[config.mk]
export PLATFORM = sky130hd
export DESIGN_NAME = parity_split_two_to_one_queue_merge_top_flat
export DESIGN_NICKNAME = d
export VERILOG_FILES = /design/src/rtl/core/pstq_pkg.sv /design/src/rtl/core/pstq_stream_if.sv /design/src/rtl/core/pstq_ram.sv /design/src/rtl/core/parity_split_two_to_one_queue_merge_top.sv /design/src/flat_wrapper.sv
export SDC_FILE = /design/constraint.sdc
export NUM_CORES = 1
export LEC_CHECK = 0
export ABC_CLOCK_PERIOD_IN_PS = 3300
export BUFFER_PORTS_ARGS = -buffer_cell sky130_fd_sc_hd__buf_2
export CELL_PAD_IN_SITES_DETAIL_PLACEMENT = 1
export CELL_PAD_IN_SITES_GLOBAL_PLACEMENT = 2
export CORE_ASPECT_RATIO = 0.8
export CORE_MARGIN = 1
export CORE_UTILIZATION = 44
export DETAILED_ROUTE_END_ITERATION = 8
export GPL_ROUTABILITY_DRIVEN = 0
export GPL_TIMING_DRIVEN = 0
export PLACE_DENSITY_LB_ADDON = 0.08
export SLEW_MARGIN = 20
export SYNTH_ARGS = -nofsm -noshare
export SYNTH_HDL_FRONTEND = slang
export SYNTH_HIERARCHICAL = 1
export SYNTH_SLANG_ARGS = --single-unit
[constraint.sdc]
create_clock -name clk_i -period 3.3 [get_ports clk_i]
set_clock_uncertainty 0.05 [all_clocks]
set_input_delay 0.495 -clock clk_i [delete_from_list [all_inputs] [get_ports clk_i]]
set_output_delay 0.495 -clock clk_i [all_outputs]
set_load 0.02 [all_outputs]
[src/rtl/core/pstq_pkg.sv]
`default_nettype none

package pstq_pkg;

  localparam int unsigned ITEM_W     = 16;
  localparam int unsigned FAST_BURST = 2;
  localparam int unsigned BURST_W    = 2;

  typedef struct packed {
    logic [ITEM_W-1:0] served_number;
    logic              final_result;
    logic              dropped_any;
  } result_t;

endpackage

`default_nettype wire

[src/rtl/core/pstq_stream_if.sv]
`default_nettype none

interface pstq_in_if;
  logic                          valid;
  logic                          ready;
  logic [pstq_pkg::ITEM_W-1:0]   item_number;
  logic                          batch_end;

  modport source (output valid, output item_number, output batch_end, input ready);
  modport sink (input valid, input item_number, input batch_end, output ready);
endinterface

interface pstq_out_if;
  logic                          valid;
  logic                          ready;
  logic [pstq_pkg::ITEM_W-1:0]   served_number;
  logic                          final_result;
  logic                          dropped_any;

  modport source (output valid, output served_number, output final_result,
                  output dropped_any, input ready);
  modport sink (input valid, input served_number, input final_result,
                input dropped_any, output ready);
endinterface

`default_nettype wire

[src/rtl/core/pstq_ram.sv]
`default_nettype none

module pstq_ram #(
  parameter int unsigned WIDTH = 16,
  parameter int unsigned DEPTH = 32,
  localparam int unsigned AW = (DEPTH > 1) ? $clog2(DEPTH) : 1
) (
  input  wire logic             clk_i,
  input  wire logic             we_i,
  input  wire logic [AW-1:0]    waddr_i,
  input  wire logic [WIDTH-1:0] wdata_i,
  input  wire logic             re_i,
  input  wire logic [AW-1:0]    raddr_i,
  output logic      [WIDTH-1:0] rdata_o
);

  logic [WIDTH-1:0] mem_q [DEPTH];

  always_ff @(posedge clk_i) begin
    if (we_i) begin
      mem_q[waddr_i] <= wdata_i;
    end
    if (re_i) begin
      rdata_o <= mem_q[raddr_i];
    end
  end

endmodule

`default_nettype wire

[src/rtl/core/parity_split_two_to_one_queue_merge_top.sv]
// Load: one item per cycle, written into the odd or even RAM at its fill count.
// Drain starts the cycle after the batch_end beat; each result passes the RAM read register and the output buffer.
// Drain: one result per cycle while the output is not stalled, each read going to one of the two RAMs;
// input is held off for the whole drain, which output stalls lengthen.
// Reset clears counts, drop flag, drain state and output buffer; RAM contents stay.
`default_nettype none

module parity_split_two_to_one_queue_merge_top #(
  parameter int unsigned QUEUE_DEPTH = 32
) (
  input  wire logic   clk_i,
  input  wire logic   rst_ni,
  pstq_in_if.sink     in_i,
  pstq_out_if.source  out_o
);

  localparam int unsigned CW = $clog2(QUEUE_DEPTH + 1);
  localparam int unsigned AW = (QUEUE_DEPTH > 1) ? $clog2(QUEUE_DEPTH) : 1;
  localparam int unsigned IW = pstq_pkg::ITEM_W;
  localparam int unsigned BW = pstq_pkg::BURST_W;

  localparam logic ST_LOAD  = 1'b0;
  localparam logic ST_DRAIN = 1'b1;

  logic          state_q, state_d;
  logic [CW-1:0] odd_cnt_q, odd_cnt_d, even_cnt_q, even_cnt_d;
  logic [CW-1:0] fh_q, fh_d, sh_q, sh_d;
  logic [BW-1:0] burst_q, burst_d;
  logic          ovf_q, ovf_d;

  logic          pend_q, pend_fast_q, pend_final_q, pend_drop_q;

  pstq_pkg::result_t fifo_q [2];
  logic              wptr_q, rptr_q;
  logic [1:0]        fcnt_q, fcnt_d;

  logic          in_acc, is_odd, odd_full, even_full, odd_we, even_we;
  logic          fast_left, slow_left, pick_fast, issue, last_issue, push, pop;
  logic [1:0]    occ;
  logic [CW-1:0] fh_n, sh_n;
  logic [IW-1:0] odd_rdata, even_rdata;
  pstq_pkg::result_t push_data;

  assign in_i.ready = (state_q == ST_LOAD);
  assign in_acc     = in_i.valid && in_i.ready;
  assign is_odd     = in_i.item_number[0];
  assign odd_full   = (odd_cnt_q == CW'(QUEUE_DEPTH));
  assign even_full  = (even_cnt_q == CW'(QUEUE_DEPTH));
  assign odd_we     = in_acc && is_odd && !odd_full;
  assign even_we    = in_acc && !is_odd && !even_full;

  assign fast_left  = (fh_q < odd_cnt_q);
  assign slow_left  = (sh_q < even_cnt_q);
  assign pick_fast  = fast_left && (!slow_left || (burst_q < BW'(pstq_pkg::FAST_BURST)));

  assign pop   = out_o.valid && out_o.ready;
  assign push  = pend_q;
  assign occ   = fcnt_q + {1'b0, pend_q} - {1'b0, pop};
  assign issue = (state_q == ST_DRAIN) && (occ <= 2'd1);

  assign fh_n       = fh_q + CW'(pick_fast);
  assign sh_n       = sh_q + CW'(!pick_fast);
  assign last_issue = (fh_n == odd_cnt_q) && (sh_n == even_cnt_q);

  pstq_ram #(.WIDTH(IW), .DEPTH(QUEUE_DEPTH)) u_odd_ram (
    .clk_i   (clk_i),
    .we_i    (odd_we),
    .waddr_i (odd_cnt_q[AW-1:0]),
    .wdata_i (in_i.item_number),
    .re_i    (issue && pick_fast),
    .raddr_i (fh_q[AW-1:0]),
    .rdata_o (odd_rdata)
  );

  pstq_ram #(.WIDTH(IW), .DEPTH(QUEUE_DEPTH)) u_even_ram (
    .clk_i   (clk_i),
    .we_i    (even_we),
    .waddr_i (even_cnt_q[AW-1:0]),
    .wdata_i (in_i.item_number),
    .re_i    (issue && !pick_fast),
    .raddr_i (sh_q[AW-1:0]),
    .rdata_o (even_rdata)
  );

  always_comb begin
    state_d    = state_q;
    odd_cnt_d  = odd_cnt_q;
    even_cnt_d = even_cnt_q;
    fh_d       = fh_q;
    sh_d       = sh_q;
    burst_d    = burst_q;
    ovf_d      = ovf_q;
    case (state_q)
      ST_LOAD: begin
        if (odd_we) begin
          odd_cnt_d = odd_cnt_q + CW'(1);
        end
        if (even_we) begin
          even_cnt_d = even_cnt_q + CW'(1);
        end
        if (in_acc && ((is_odd && odd_full) || (!is_odd && even_full))) begin
          ovf_d = 1'b1;
        end
        if (in_acc && in_i.batch_end) begin
          state_d = ST_DRAIN;
          fh_d    = '0;
          sh_d    = '0;
          burst_d = '0;
        end
      end
      ST_DRAIN: begin
        if (issue) begin
          fh_d = fh_n;
          sh_d = sh_n;
          if (!pick_fast) begin
            burst_d = '0;
          end else if (slow_left) begin
            burst_d = burst_q + BW'(1);
          end
          if (last_issue) begin
            state_d    = ST_LOAD;
            odd_cnt_d  = '0;
            even_cnt_d = '0;
            ovf_d      = 1'b0;
          end
        end
      end
      default: begin
        state_d = ST_LOAD;
      end
    endcase
  end

  always_ff @(posedge clk_i or negedge rst_ni) begin
    if (!rst_ni) begin
      state_q    <= ST_LOAD;
      odd_cnt_q  <= '0;
      even_cnt_q <= '0;
      fh_q       <= '0;
      sh_q       <= '0;
      burst_q    <= '0;
      ovf_q      <= 1'b0;
      pend_q     <= 1'b0;
    end else begin
      state_q    <= state_d;
      odd_cnt_q  <= odd_cnt_d;
      even_cnt_q <= even_cnt_d;
      fh_q       <= fh_d;
      sh_q       <= sh_d;
      burst_q    <= burst_d;
      ovf_q      <= ovf_d;
      pend_q     <= issue;
    end
  end

  always_ff @(posedge clk_i) begin
    if (issue) begin
      pend_fast_q  <= pick_fast;
      pend_final_q <= last_issue;
      pend_drop_q  <= ovf_q;
    end
  end

  // output buffer: two entries, so the read already in flight when the output stalls still has a slot
  assign push_data.served_number = pend_fast_q ? odd_rdata : even_rdata;
  assign push_data.final_result  = pend_final_q;
  assign push_data.dropped_any   = pend_drop_q;
  assign fcnt_d = fcnt_q + {1'b0, push} - {1'b0, pop};

  always_ff @(posedge clk_i or negedge rst_ni) begin
    if (!rst_ni) begin
      wptr_q <= 1'b0;
      rptr_q <= 1'b0;
      fcnt_q <= '0;
    end else begin
      fcnt_q <= fcnt_d;
      if (push) begin
        wptr_q <= !wptr_q;
      end
      if (pop) begin
        rptr_q <= !rptr_q;
      end
    end
  end

  always_ff @(posedge clk_i) begin
    if (push) begin
      fifo_q[wptr_q] <= push_data;
    end
  end

  assign out_o.valid         = (fcnt_q != 2'd0);
  assign out_o.served_number = fifo_q[rptr_q].served_number;
  assign out_o.final_result  = fifo_q[rptr_q].final_result;
  assign out_o.dropped_any   = fifo_q[rptr_q].dropped_any;

endmodule

`default_nettype wire

[src/flat_wrapper.sv]
// flat-port wrapper written by rule: the top's interface ports become plain ports
module parity_split_two_to_one_queue_merge_top_flat 
#(
  parameter int unsigned QUEUE_DEPTH = 32
)
  (clk_i, rst_ni, in_i_valid, in_i_item_number, in_i_batch_end, in_i_ready, out_o_valid, out_o_served_number, out_o_final_result, out_o_dropped_any, out_o_ready);
  pstq_in_if in_i_i ();
  pstq_out_if out_o_i ();
  input  wire logic clk_i;
  input  wire logic rst_ni;
  input wire logic [$bits(in_i_i.valid)-1:0] in_i_valid;
  input wire logic [$bits(in_i_i.item_number)-1:0] in_i_item_number;
  input wire logic [$bits(in_i_i.batch_end)-1:0] in_i_batch_end;
  output wire logic [$bits(in_i_i.ready)-1:0] in_i_ready;
  output wire logic [$bits(out_o_i.valid)-1:0] out_o_valid;
  output wire logic [$bits(out_o_i.served_number)-1:0] out_o_served_number;
  output wire logic [$bits(out_o_i.final_result)-1:0] out_o_final_result;
  output wire logic [$bits(out_o_i.dropped_any)-1:0] out_o_dropped_any;
  input wire logic [$bits(out_o_i.ready)-1:0] out_o_ready;
  assign in_i_i.valid = in_i_valid;
  assign in_i_i.item_number = in_i_item_number;
  assign in_i_i.batch_end = in_i_batch_end;
  assign in_i_ready = in_i_i.ready;
  assign out_o_valid = out_o_i.valid;
  assign out_o_served_number = out_o_i.served_number;
  assign out_o_final_result = out_o_i.final_result;
  assign out_o_dropped_any = out_o_i.dropped_any;
  assign out_o_i.ready = out_o_ready;
  parity_split_two_to_one_queue_merge_top #(.QUEUE_DEPTH(QUEUE_DEPTH)) u_core (.clk_i(clk_i), .rst_ni(rst_ni), .in_i(in_i_i), .out_o(out_o_i));
endmodule
; ---- After elaboration in Yosys (flattened, before gate mapping)
; Memory sizes are Yosys's and may differ from the RTL's. A register that Yosys moved wholly into a read port is not among the register bits.
; Cells that the tools add are included.
[word_totals]
ff_bits = 36
mem_bits_rw = 1060
in_bits = 21
output_inout_bits = 20
elab_cells = 101
memories = 3
[mem_list]
columns = memory, depth, width, rd, rd_ports_with_merged_regs, wr, line
row1 = u_core.u_even_ram.mem_q, 32, 16, 1, 1, 1, pstq_ram.sv:17  ; logic [WIDTH-1:0] mem_q [DEPTH];
row2 = u_core.u_odd_ram.mem_q, 32, 16, 1, 1, 1, pstq_ram.sv:17
row3 = u_core.fifo_q, 2, 18, 1, 0, 1, parity_split_two_to_one_queue_merge_top.sv:33  ; pstq_pkg::result_t fifo_q [2];
[op_classes]
addsub = 7
order_cmp = 4
eq_ne = 11
muxes = 31
bitwise = 1
reduce_logical = 30
[ops]
columns = op, count
row1 = $pmux W6 S2, 4
row2 = $mux W6, 7
row3 = $mux W16, 1
row4 = $logic_and A1 B1 Y1, 15
row5 = $add A6 B1 Y6, 2
row6 = $add A6 B1 Y6 const B, 2
row7 = $eq A6 B6 Y1, 2
row8 = $eq A6 B6 Y1 const B, 2
row9 = $lt A6 B6 Y1, 2
row10 = $mux W1, 12
row11 = $ne A2 B2 Y1 const B, 6
row12 = $reduce_and A3 Y1, 4
row13 = $mux W2, 4
row14 = $logic_not A1 Y1, 7
row15 = $pmux W1 S2, 2
row16 = $pmux W2 S2, 1
row17 = $ne A3 B3 Y1 const B, 1
row18 = $add A2 B1 Y2, 1
row19 = $add A2 B1 Y2 const B, 1
row20 = $le A2 B1 Y1 const B, 1
row21 = $logic_or A1 B1 Y1, 2
row22 = $lt A2 B2 Y1 const B, 1
row23 = $reduce_and A2 Y1, 1
row24 = $reduce_bool A2 Y1, 1
row25 = 2 further kinds, 2

; ---- Longest topological paths before layout
[logic_depth]
word_depth = 11
mapped_depth = 16

; ---- Modules after synthesis
; The synthesis kept the hierarchy.
[modules_own_cells]
columns = mod, n_inst, cells_per_inst, area_each_um2, seq_area_each_um2
row1 = pstq_ram, 2, 1143, 20696.1, 15855.2
row2 = parity_split_two_to_one_queue_merge_top, 1, 338, 3937.5, 1996.9

; ---- Worst setup path after synthesis
; Ideal clock, no wire load.
[synth_path]
path_type = reg2reg
start = register u_core.even_cnt_q[4]
end = register u_core.even_cnt_q[0]
setup_time_ps = 140
arrival_ps = 3367
required_time_ps = 3110
setup_slack_ps = -256
path_stages_with_launch = 15
path_buffers = 1
period_less_slack_ps = 3556
cell_sequence = dfrtp_1 -> inv_1 -> ha_1 -> a21o_1 -> a221oi_1 -> a21oi_1 -> inv_1 -> ha_1 -> ha_1 -> xor2_1 -> nor4_1 -> o2111ai_1 -> nor4_4 -> buf_6 -> a31oi_1
[synth_via]
elab_chain_cells = 10
word_cells_on_any_way = 16
[synth_rtl]
columns = element, line
row1 = start: declaration, parity_split_two_to_one_queue_merge_top.sv:26  ; logic [CW-1:0] odd_cnt_q, odd_cnt_d, even_cnt_q, even_cnt_d;
row2 = start signal: assignment, parity_split_two_to_one_queue_merge_top.sv:147  ; even_cnt_q <= even_cnt_d;
row3 = $lt A6 B6 Y1 *, parity_split_two_to_one_queue_merge_top.sv:53  ; assign slow_left = (sh_q < even_cnt_q);
row4 = $logic_not A1 Y1 *, parity_split_two_to_one_queue_merge_top.sv:54  ; assign pick_fast = fast_left && (!slow_left || (burst_q < BW'(pstq_pkg::FAST_BURST)));
row5 = $logic_or A1 B1 Y1 *, parity_split_two_to_one_queue_merge_top.sv:54
row6 = $logic_and A1 B1 Y1 *, parity_split_two_to_one_queue_merge_top.sv:54
row7 = net u_core.pick_fast, parity_split_two_to_one_queue_merge_top.sv:38  ; logic fast_left, slow_left, pick_fast, issue, last_issue, push, pop;
row8 = $logic_not A1 Y1, parity_split_two_to_one_queue_merge_top.sv:62  ; assign sh_n = sh_q + CW'(!pick_fast);
row9 = $add A6 B1 Y6, parity_split_two_to_one_queue_merge_top.sv:62
row10 = $eq A6 B6 Y1, parity_split_two_to_one_queue_merge_top.sv:63  ; assign last_issue = (fh_n == odd_cnt_q) && (sh_n == even_cnt_q);
row11 = $logic_and A1 B1 Y1 *, parity_split_two_to_one_queue_merge_top.sv:63
row12 = net u_core.last_issue, parity_split_two_to_one_queue_merge_top.sv:38
row13 = $ne A2 B2 Y1 (no line) *, n/a
row14 = $reduce_and A3 Y1 (no line) *, n/a
; Mark *: on every way through the listed nets, which the timed path passes. The rest lies on a longest branch.
; A chain may end at the register's enable or synchronous reset.

; ---- Worst setup path in the final report
[layout_path]
start = register u_core.fh_q[4]
end = register u_core.u_odd_ram.rdata_o[8], read port of u_core.u_odd_ram.mem_q, data pin
[layout_via]
elab_chain_cells = 3
[layout_rtl]
columns = element, line
row1 = start: declaration, parity_split_two_to_one_queue_merge_top.sv:27  ; logic [CW-1:0] fh_q, fh_d, sh_q, sh_d;
row2 = start signal: assignment, parity_split_two_to_one_queue_merge_top.sv:148  ; fh_q <= fh_d;
row3 = $lt A6 B6 Y1, parity_split_two_to_one_queue_merge_top.sv:52  ; assign fast_left = (fh_q < odd_cnt_q);
row4 = $logic_and A1 B1 Y1, parity_split_two_to_one_queue_merge_top.sv:54
row5 = $logic_and A1 B1 Y1, parity_split_two_to_one_queue_merge_top.sv:70  ; .re_i (issue && pick_fast),
row6 = end: declaration, pstq_ram.sv:14  ; output logic [WIDTH-1:0] rdata_o
; Parallel ways exist; a longest one is shown, timed or not.

==> results_dict.tcl <==
set metrics [dict create \
    layout_setup_ws_ns 0.0529 \
    placedCellCount 4044 \
    drt_iter0_drc 2305 \
    antenna_left 0 \
    ir_drop_v 0.000442 \
    synth_top_area_cell "edfxtp_1" \
    hold_violations 0 \
    power_density_nw_per_um2 824 \
    worstPathMaxFanout 10 \
    die_h_um 289 \
    worst_setup_path_start_kind "flip-flop" \
    cp.arrival_ns 3.57 \
    ys.flop_type "edfxtp_1" \
    use_met2 0.348 \
    p_leak_uw 0.0179 \
    muxShareOfSynthArea 0.122 \
    gr-total-overflow 0 \
    ios 41 \
    synth_xor_area_frac 0.00436 \
    cp.buffers_inverters 3 \
    start_util 0.447 \
    ys_types 55 \
    fin_crit_ns 3.25 \
    gr-usage-met1 0.372 \
    rsz0062_at_grt "yes" \
    maxSlewViolCount 0 \
    clockBufferDepth 3 \
    via_per_inst 5.82 \
    grt_pass1_vias 25375 \
    drt-pass1-iter-count 5 \
    slowest_stage "a31oi_1" \
    tns_ns 0 \
    synthAdderAreaFrac 0.00552 \
    path_class "flip-flop to flip-flop" \
    root_buffer "clkbuf_16" \
    use_met3 0.0551 \
    finalSetupViolCount 0 \
    min_period_over_period 0.984 \
    syn_area_um2 45300 \
    clkLatencyLatePin_ns 0.72 \
    drive_gt1_frac 0.200 \
    gr-usage-all-layers 0.242 \
    final_util 0.521 \
    synth_area_leaders "edfxtp_1, mux2i_1, a22oi_1, dfrtp_1, a22o_1" \
    maxSlewHeadroom 0.375 \
    num_rows 104 \
    worst_pin_slew_ns 0.932 \
    portBuffers 40 \
    fin_nets 2927 \
    yosys.area.top_type_share 0.725 \
    drc 0 \
    fmax_mhz 308 \
    dp_hpwl_mm 85.9 \
    syn_nets 2665 \
    min_path_type "input port to flip-flop" \
    fill_cells 9237 \
    required_ns 3.62 \
    status "finished, final reports clean" \
    synth-warning-count 6 \
    synth_compound_area_frac 0.0558 \
    cpLargestDelayFamily "buffers and inverters" \
    grt_max_degree 69 \
    route.detailed.wl_per_inst_um 29.4 \
    num_vias 25082 \
    wl_mm 127 \
    die_w_um 361 \
    yosys.area_share.simple 0.0409 \
    ys_seq_area_frac 0.744 \
    power.total_uw 43500 \
    final_cells 4311 \
    clk_pin_slew_ns 0.06 \
    synthCells 2624 \
    synth_edf_count 1095 \
    cts_made_buffers 113 \
    coreArea_um2 101000 \
    synth_top_family_by_area "multiplexers" \
    max_stage_delay_ns 0.75 \
    drv_cap 0 \
    dp_slack_ns -1.22 \
    worstSetupEndpointType "flip-flop" \
    synth_area_per_cell_um2 17.3 \
    ys_ff_latch 1128 \
    cp_cell_sequence "buf_4 > or2_1 > buf_2 > clkbuf_1 > nor3_1 > a31oi_1 > nand3_1" \
    grt_pass1_wl_mm 179 \
    htreeDepth 3 \
    cts_tree "built" \
    syn_to_final_growth_pct 16.6 \
    cts_sinks 1128 \
    gr-max-usage-layer "met1" \
    antenna_found_initial 8 \
    async_reset_ff_frac 0.0293 \
    fp.dieArea_um2 104000 \
]
sequential cells by signal, summed over array words and instances, names as in the netlist:
signal	flops
u_core/state_q	1
u_core/fh_q	6
u_core/rptr_q	1
u_core/pend_drop_q	1
u_core/sh_q	6
u_core/pend_final_q	1
u_core/u_even_ram/mem_q	512
u_core/odd_cnt_q	6
u_core/u_even_ram/rdata_o	16
u_core/u_odd_ram/mem_q	512
u_core/burst_q	2
u_core/pend_q	1
u_core/fcnt_q	2
u_core/ovf_q	1
u_core/even_cnt_q	6
u_core/pend_fast_q	1
u_core/wptr_q	1
u_core/u_odd_ram/rdata_o	16
u_core/fifo_q	36
cell usage in the layout (no fill, tap or decap), types with 12 or more instances in the layout:
cell type / instances
o21ai_0: 14
nor3_1: 40
buf_12: 24
buf_4: 99
buf_6: 43
nand4_1: 33
dfrtp_1: 16
dfrtp_2: 17
a22o_1: 69
a22oi_1: 128
a31oi_1: 43
nor2_4: 36
buf_8: 31
nand2_1: 80
buf_2: 68
mux2i_1: 514
edfxtp_1: 1095
nand3_1: 85
nor2_2: 31
ha_1: 12
nand3b_1: 12
inv_1: 13
clkbuf_16: 114
clkinv_1: 21
clkbuf_1: 64
clkinv_2: 19
a21oi_1: 69
mux2_2: 35
per-layer routing:
metal,routed length (um),up-vias,share of wire
li1,-,10974,-
met1,61500,13312,0.48
met2,54200,650,0.43
met3,8770,144,0.069
met4,2390,2,0.019
met5,13,-,0.00010
per-stage QoR:
stage               instance area [um^2]  hold slack [ns]
finish                             52800           0.0601
CTS                                52600           0.0122
global placement                   47200            0.374
detailed placement                 48300            0.381
floorplan                          45400            0.149
global route                       52800           0.0596
report_power, final:
group | total [uW] | switching (uW) | internal, uW
clock network | 12500 | 5370 | 7160
registers | 17100 | 388 | 16700
logic | 13900 | 8730 | 5140
worst register-to-register path, cell delays in order (launching register included):
cell      delay [ns]
dfrtp_2         0.48
buf_4           0.31
or2_1           0.15
buf_2           0.17
clkbuf_1        0.48
nor3_1          0.28
a31oi_1         0.75
nand3_1         0.27
path summary, 6_finish.rpt:
check                                from                          end  slack [ns]  cells after the start
max                        u_core/fh_q[4]  u_core/u_odd_ram/rdata_o[8]        0.05                      7
min                        in_i_batch_end               u_core/state_q        0.06                      3
max reg2reg                u_core/fh_q[4]  u_core/u_odd_ram/rdata_o[8]        0.05                      7
min reg2reg                  u_core/ovf_q           u_core/pend_drop_q        0.39                      0
max in group asynchronous          rst_ni         u_core/even_cnt_q[1]        2.19                      2
min in group asynchronous          rst_ni         u_core/even_cnt_q[3]        0.40                      2
logic make-up after synthesis:
family,count (synthesis)
simple gates,373
xor+xnor,21
fa+ha+maj,20
buf+inv,175
flops,1128
mux,549
compound gates,358
layout make-up:
class / count / area [um^2] / area share
Antenna cell: 4 / 10.0 / 0.000189
Clock inverter: 58 / 578 / 0.0109
Sequential cell: 1128 / 33700 / 0.638
Clock buffer: 153 / 3010 / 0.0569
Inverter: 21 / 87.6 / 0.00166
Tap cell: 1325 / 1660 / 0.0314
Multi-Input combinational cell: 1321 / 11000 / 0.207
Timing Repair Buffer: 153 / 1630 / 0.0309
Buffer: 148 / 1180 / 0.0223
synthesized netlist by cell type, drive strengths merged (2+ instances only):
cell type / count
buf: 121
clkbuf: 33
and2: 6
nand3: 88
o31ai: 12
edfxtp: 1095
nor4: 3
nand4: 33
or2: 3
or3b: 6
a21oi: 74
nor2b: 6
and3: 3
and3b: 2
nor3: 40
o211ai: 4
a22o: 69
a21o: 2
mux2: 35
dfrtp: 33
xnor2: 8
mux2i: 514
ha: 20
xor2: 12
o21ai: 15
a22oi: 128
nand3b: 12
nor2: 76
or3: 5
a31oi: 46
nand2b: 7
o41ai: 2
inv: 21
nand2: 80
what timing repair did:
action | in CTS | in global routing
pin swaps | 14 | 10
endpoints found under the hold margin | 33 | 0
setup buffers | 42 | 14
resized for setup | 88 | 21
cloned | 1 | 0
hold buffers | 1 | 0
endpoints found under the setup margin | 735 | 152
Power figures use the tool's default switching activity.
